`config.mk`:
```
export PLATFORM = sky130hd
export DESIGN_NAME = tdss_lane
export DESIGN_NICKNAME = d
export VERILOG_FILES = /design/src/hdl/tdss_pkg.sv /design/src/hdl/tdss_div.sv /design/src/hdl/tdss_lane.sv
export SDC_FILE = /design/constraint.sdc
export NUM_CORES = 2
export LEC_CHECK = 0
export BUFFER_PORTS_ARGS = -buffer_cell sky130_fd_sc_hd__buf_2
export CAP_MARGIN = 20
export CORE_MARGIN = 8
export CORE_UTILIZATION = 37
export DETAILED_ROUTE_END_ITERATION = 8
export GPL_TIMING_DRIVEN = 0
export HOLD_SLACK_MARGIN = 0.06
export PLACE_DENSITY = 0.54
export SYNTH_ARGS = -nofsm -noshare
export SYNTH_HDL_FRONTEND = slang
export SYNTH_SLANG_ARGS = --single-unit
```
`constraint.sdc`:
```
create_clock -name clk -period 6.1 [get_ports clk]
set_input_delay 1.22 -clock clk [delete_from_list [all_inputs] [get_ports clk]]
set_output_delay 1.22 -clock clk [all_outputs]
set_load 0.01 [all_outputs]
```
`src/hdl/tdss_pkg.sv`:
```
`default_nettype none
package tdss_pkg;
	localparam int MaxRows = 64;
	localparam int RhsLanes = 4;
	localparam int FracBits = 16;
	localparam int RowW = $clog2(MaxRows);
	localparam int LaneW = $clog2(RhsLanes);
	localparam int DivCycles = 32 + FracBits + 2;

	localparam logic [0:0] RegRowCount = 1'd0;
	localparam logic [0:0] RegRhsCount = 1'd1;

	typedef logic signed [31:0] fx_t;
	typedef fx_t [RhsLanes-1:0] lanes_t;

	function automatic fx_t sat32(input logic signed [65:0] v);
		if (v > 66'sd2147483647) return 32'sh7fffffff;
		else if (v < -66'sd2147483648) return 32'sh80000000;
		else return v[31:0];
	endfunction

	// product shifted right arithmetically floors toward minus infinity
	function automatic fx_t fx_mul(input fx_t a, input fx_t b);
		logic signed [63:0] p;
		p = 64'(a) * 64'(b);
		return sat32(66'(p >>> FracBits));
	endfunction

	function automatic fx_t fx_sub(input fx_t a, input fx_t b);
		return sat32(66'(a) - 66'(b));
	endfunction
endpackage
`default_nettype wire

```
`src/hdl/tdss_div.sv`:
```
`default_nettype none
// Restoring divider: (num << FracBits) / den, truncated toward zero, saturated.
module tdss_div (
	input wire logic clk,
	input wire logic arst_n,
	input wire logic start,
	input wire tdss_pkg::fx_t num,
	input wire tdss_pkg::fx_t den,
	output logic done,
	output tdss_pkg::fx_t quo
);
	import tdss_pkg::*;
	localparam int NW = 32 + FracBits;
	localparam int CW = $clog2(NW + 1);

	logic [NW-1:0] dvd_q;
	logic [NW-1:0] q_q;
	logic [32:0] rem_q;
	logic [31:0] dvs_q;
	logic neg_q, zero_q, busy_q;
	logic [CW-1:0] cnt_q;
	logic [33:0] trial;
	logic [33:0] shifted;
	logic signed [NW+1:0] sq;

	always_comb begin
		shifted = {rem_q, dvd_q[NW-1]};
		trial = shifted - {2'b0, dvs_q};
		sq = neg_q ? -$signed({2'b0, q_q}) : $signed({2'b0, q_q});
	end

	always_ff @(posedge clk or negedge arst_n) begin
		if (!arst_n) begin
			busy_q <= 1'b0;
			done <= 1'b0;
		end else begin
			done <= 1'b0;
			if (start) begin
				busy_q <= 1'b1;
				cnt_q <= CW'(NW);
				dvd_q <= NW'(num[31] ? 33'(-$signed({num[31], num})) : 33'(num)) << FracBits;
				dvs_q <= den[31] ? 32'(-$signed({den[31], den})) : den;
				rem_q <= '0;
				q_q <= '0;
				neg_q <= num[31] ^ den[31];
				zero_q <= (den == '0);
			end else if (busy_q) begin
				if (cnt_q != '0) begin
					dvd_q <= dvd_q << 1;
					if (!trial[33]) begin
						rem_q <= trial[32:0];
						q_q <= {q_q[NW-2:0], 1'b1};
					end else begin
						rem_q <= shifted[32:0];
						q_q <= {q_q[NW-2:0], 1'b0};
					end
					cnt_q <= cnt_q - 1'b1;
				end else begin
					busy_q <= 1'b0;
					done <= 1'b1;
					quo <= zero_q ? '0 : sat32(66'(sq));
				end
			end
		end
	end
endmodule
`default_nettype wire

```
`src/hdl/tdss_lane.sv`:
```
`default_nettype none
// One column (a right-hand lane or the upper coefficient): forward numerator, then division.
module tdss_lane (
	input wire logic clk,
	input wire logic arst_n,
	input wire logic start,
	input wire logic first,
	input wire tdss_pkg::fx_t rhs,
	input wire tdss_pkg::fx_t sub,
	input wire tdss_pkg::fx_t prev,
	input wire tdss_pkg::fx_t den,
	output logic done,
	output tdss_pkg::fx_t quo
);
	import tdss_pkg::*;
	fx_t prod_s1;
	fx_t rhs_s1;
	fx_t den_s1;
	logic first_s1, go_s1;

	always_ff @(posedge clk or negedge arst_n) begin
		if (!arst_n) go_s1 <= 1'b0;
		else go_s1 <= start;
	end
	always_ff @(posedge clk) begin
		if (start) begin
			prod_s1 <= fx_mul(sub, prev);
			rhs_s1 <= rhs;
			den_s1 <= den;
			first_s1 <= first;
		end
	end

	tdss_div u_div (.clk(clk), .arst_n(arst_n), .start(go_s1),
		.num(first_s1 ? rhs_s1 : fx_sub(rhs_s1, prod_s1)), .den(den_s1),
		.done(done), .quo(quo));
endmodule
`default_nettype wire

```
==> parameters.txt <==
Parameter                              Value

Setup path
  Critical path's top delay family    adder cells
  Cell with the biggest individual delay on the critical path    sky130_fd_sc_hd__fa_2
  Nature of the critical path endpoint    register
  Critical-path maximum fanout    10
  Buffering stage count on the worst path with inverters included    10
  Data required time of the critical path    about 6.4 ns
  Launch point of the worst reg-to-reg path    rhs_s1[21]$_DFFE_PP_
  Delay contributed by the slowest stage of the critical path    about 0.65 ns
  Critical path's most frequent cell    sky130_fd_sc_hd__fa_1
  Kind of launch point of the worst setup path    primary input
  Worst setup path startpoint    prev[1]
  Data arrival time of the critical path    around 10 ns
  Kind of critical path    in2reg

Clock network
  Clk sink count    301
  Register clock-pin slew on the reported worst setup and hold paths    around 0.06 ns
  Maximum count of clock buffers along a single path    3
  TritonCTS clock tree    yes
  Number of buffers created by CTS    37
  Worst-skew pair later-pin latency    0.56 ns
  H-tree Lvls    2
  CTS root buf    sky130_fd_sc_hd__clkbuf_16
  Hold-fix buffers at CTS    0

Die
  Initial core utilization    a little under two fifths
  Die extent in x    approximately 400 µm
  Number of rows created at floorplan    roughly 140
  Height of the die    about 400 µm
  I/O pins    165
  Die area    between 150000 and 200000 µm²
  Total core area    between 100000 and 150000 µm²

Timing
  Timing-limited maximum frequency    around 0.10 GHz
  Number of hold violations in the final report    0
  Tightest Pin Transition    roughly 0.92 ns
  RSZ-0062 raised after global routing    true
  Final setup violation count    32
  Worst slew margin    a little under 40%
  Crit path time final    ~9.5 ns
  Sum of negative setup slack    -107.86 ns
  Fin worst setup slack    -3.43 ns
  Final Slew Violations    0
  Final clock period utilization by the worst path    156%
  Clock skew    0.0369 ns

Synth
  Combinational family with the most area after synthesis    adder cells
  Syn Std Cell Area    between 50000 and 60000 µm²
  Synth Area in Simple Gates    15.8%
  Async S/R FF share, synth    less than 1%
  Multiplexer fraction of the synthesized cell area    less than 1%
  Primary flip-flop cell chosen by synthesis mapping    sky130_fd_sc_hd__edfxtp_1
  Compound-Gate Fraction of Synth Area    between 8 and 9%
  Number of flops mapped to enable cells by yosys    between 200 and 300
  Top cells by area in the synthesized netlist    sky130_fd_sc_hd__fa_1 40%, sky130_fd_sc_hd__edfxtp_1 16%, sky130_fd_sc_hd__inv_1 8.1%
  Share of the synthesized area in the top cell type    about two fifths
  Portion of the post-synthesis area used by sequential elements    16.5%
  Number of different library cells in the post-synthesis netlist    a little under 100
  Cells after Synth    5808
  Count of warnings emitted by yosys    0
  Average cell area after synthesis    roughly 9.4 µm²
  Number of nets produced by synthesis    7271
  Arithmetic-cell share of the synthesized area counting full adders, half adders and majority gates    a little under half
  Yosys reg bits    between 300 and 400
  Cell type with the largest total area after synthesis    sky130_fd_sc_hd__fa_1
  Area share of xor/xnor cells in the synthesized design    between 3 and 4%

Finish
  Area delta synth->final    13.7%
  Fraction of final layout cells sized beyond drive strength 1    approximately 11%
  Post-Route Utilization    42.2%
  Post-route design area    roughly 62000 µm²
  Filler-free cell count of the finished design    ~8000
  NumNets Final    about 7500

Placement
  Placed cell count    7907
  IO Port Bufs    164
  DP HPWL    153000 µm
  Gpl congestion    0.960
  Placed inst area    a little under 60000 µm²

Run
  # Max-Cap Violations    0

Routing
  Vias per cell    just over 5
  Routed wire per std cell    around 23 µm
  Number of remaining DRC errors    0
  Iter 0 DRT Violations    2894
  Length of the first detailed-routing pass in iterations    5
  Via count    between 40000 and 50000
  DRT antenna net count    0
  WL final    about 180000 µm

Global routing
  Global-route total usage across every layer    22.5%
  Via count of the first global-routing pass    roughly 44000
  Maximum number of pins on one net before global-route repair    84
  Global-route wire length before repair    between 200000 and 300000 µm
  Total grt overflow    0
  Antenna violations before repair    15

Run status
  Status    complete, but fails checks
  Violated checks    setup timing

Min path
  Hold path startpoint    u_div.dvd_q[21]$_DFFE_PP_
  Worst hold-check path type    reg2reg
## final timing paths
path                                             end  slack [ns]  cells after the start
min                        u_div.dvd_q[22]$_DFFE_PP_        0.50                      2
max in group asynchronous     u_div.busy_q$_DFF_PN0_        4.87                      2
max reg2reg                u_div.dvd_q[42]$_DFFE_PP_        0.41                     21
min reg2reg                u_div.dvd_q[22]$_DFFE_PP_        0.50                      2
max                        prod_s1[18]$_SDFFCE_PN1P_       -3.43                     31
min in group asynchronous       u_div.done$_DFF_PN0_        0.55                      1
## stage by stage
| stage | worst slack (ns) | hold slack (ns) |
|---|---|---|
| after CTS | -3.33 | 0.510 |
| after floorplan | -3.58 | 0.477 |
| after detailed placement | -5.99 | 0.512 |
| final | -3.43 | 0.501 |
| after global placement | -6.56 | 0.504 |
| after global routing | -3.65 | 0.537 |
## placed cells by master, fill, tap and decap left out, drive strengths merged, types with 40 or more instances in the layout
cell type / netlist / layout
nand2: 795 / 795
o21ai: 210 / 210
xnor2: 121 / 121
clkbuf: 278 / 314
ha: 248 / 248
buf: 20 / 248
and2: 515 / 515
nand3: 47 / 47
edfxtp: 298 / 298
fa: 1083 / 1083
inv: 1179 / 1177
a21o: 59 / 59
nand2b: 40 / 40
xor2: 90 / 90
nor2: 151 / 151
nor3: 55 / 55
a21oi: 198 / 198
## cell families after synthesis
kind of cell	after synthesis
simple gates	1752
mux	8
xor+xnor	211
fa+ha+maj	1332
buf+inv	1478
flops	301
compound gates	726
## cell usage after synthesis (30+ instances only)
cell and number:
sky130_fd_sc_hd__fa_1 1083, sky130_fd_sc_hd__edfxtp_1 298, sky130_fd_sc_hd__a21o_1 59, sky130_fd_sc_hd__ha_1 248, sky130_fd_sc_hd__a211oi_1 30, sky130_fd_sc_hd__nand3_1 46, sky130_fd_sc_hd__o21ai_0 174, sky130_fd_sc_hd__nor2_1 150
sky130_fd_sc_hd__nand2b_1 40, sky130_fd_sc_hd__nand2_1 795, sky130_fd_sc_hd__clkbuf_1 278, sky130_fd_sc_hd__and2_1 514, sky130_fd_sc_hd__a21oi_1 198, sky130_fd_sc_hd__xnor2_1 121, sky130_fd_sc_hd__xor2_1 90, sky130_fd_sc_hd__nor3_1 54
sky130_fd_sc_hd__o21ai_2 30, sky130_fd_sc_hd__inv_1 1179
## area by class of cell
| type | count | area, µm² |
|---|---|---|
| antenna | 2 | 5.00 |
| buffer | 293 | 2870 |
| clock buffer | 45 | 997 |
| clock inverter | 22 | 246 |
| fill | 14600 | 85000 |
| inverter | 1180 | 4440 |
| multi-input combinational | 4029 | 40600 |
| sequential | 301 | 9020 |
| tap | 1930 | 2410 |
| timing repair buffer | 225 | 1540 |
## flip-flops by register name, summed over array words and instances, names as in the netlist, 6 cells and up
signal and count:
den_s1 32, u_div.quo 32, u_div.q_q 48, u_div.rem_q 33, prod_s1 32, u_div.dvd_q 48
u_div.dvs_q 32, rhs_s1 32, u_div.cnt_q 6
## layer usage
| metal | up-vias | global-route usage, % | wire length (µm) |
|---|---|---|---|
| li1 | 18500 | - | - |
| met1 | 21400 | 29.1 | 75300 |
| met2 | 1472 | 37.4 | 84700 |
| met3 | 367 | 3.77 | 12400 |
| met4 | 8 | 9.57 | 9610 |
| met5 | - | 0 | 60 |
## worst reg2reg max path, cell delays in order (launching register included)
cell,delay (ns)
sky130_fd_sc_hd__edfxtp_1,0.44
sky130_fd_sc_hd__ha_1,0.30
sky130_fd_sc_hd__clkbuf_1,0.19
sky130_fd_sc_hd__a211oi_1,0.30
sky130_fd_sc_hd__o21ai_0,0.17
sky130_fd_sc_hd__a221o_1,0.34
sky130_fd_sc_hd__a41oi_1,0.34
sky130_fd_sc_hd__and2_1,0.20
sky130_fd_sc_hd__o211ai_1,0.27
sky130_fd_sc_hd__and2_1,0.27
sky130_fd_sc_hd__buf_2,0.18
sky130_fd_sc_hd__clkbuf_1,0.30
sky130_fd_sc_hd__a211oi_2,0.33
sky130_fd_sc_hd__ha_1,0.25
sky130_fd_sc_hd__inv_1,0.05
sky130_fd_sc_hd__a221o_1,0.36
sky130_fd_sc_hd__nor4_4,0.34
sky130_fd_sc_hd__and3_1,0.18
sky130_fd_sc_hd__buf_2,0.19
sky130_fd_sc_hd__a41oi_1,0.14
sky130_fd_sc_hd__xnor2_1,0.21
sky130_fd_sc_hd__o21ai_0,0.10
## what timing repair did
action,in CTS,in global routing
endpoints found under the setup margin,32,35
resized for setup,633,32
gates cloned,1,0
pin swaps,71,20
buffers inserted,54,1
Power is left out: the tool's default activity adds up to more than one toggle a clock period on the data nets, which glitch-free logic cannot reach.
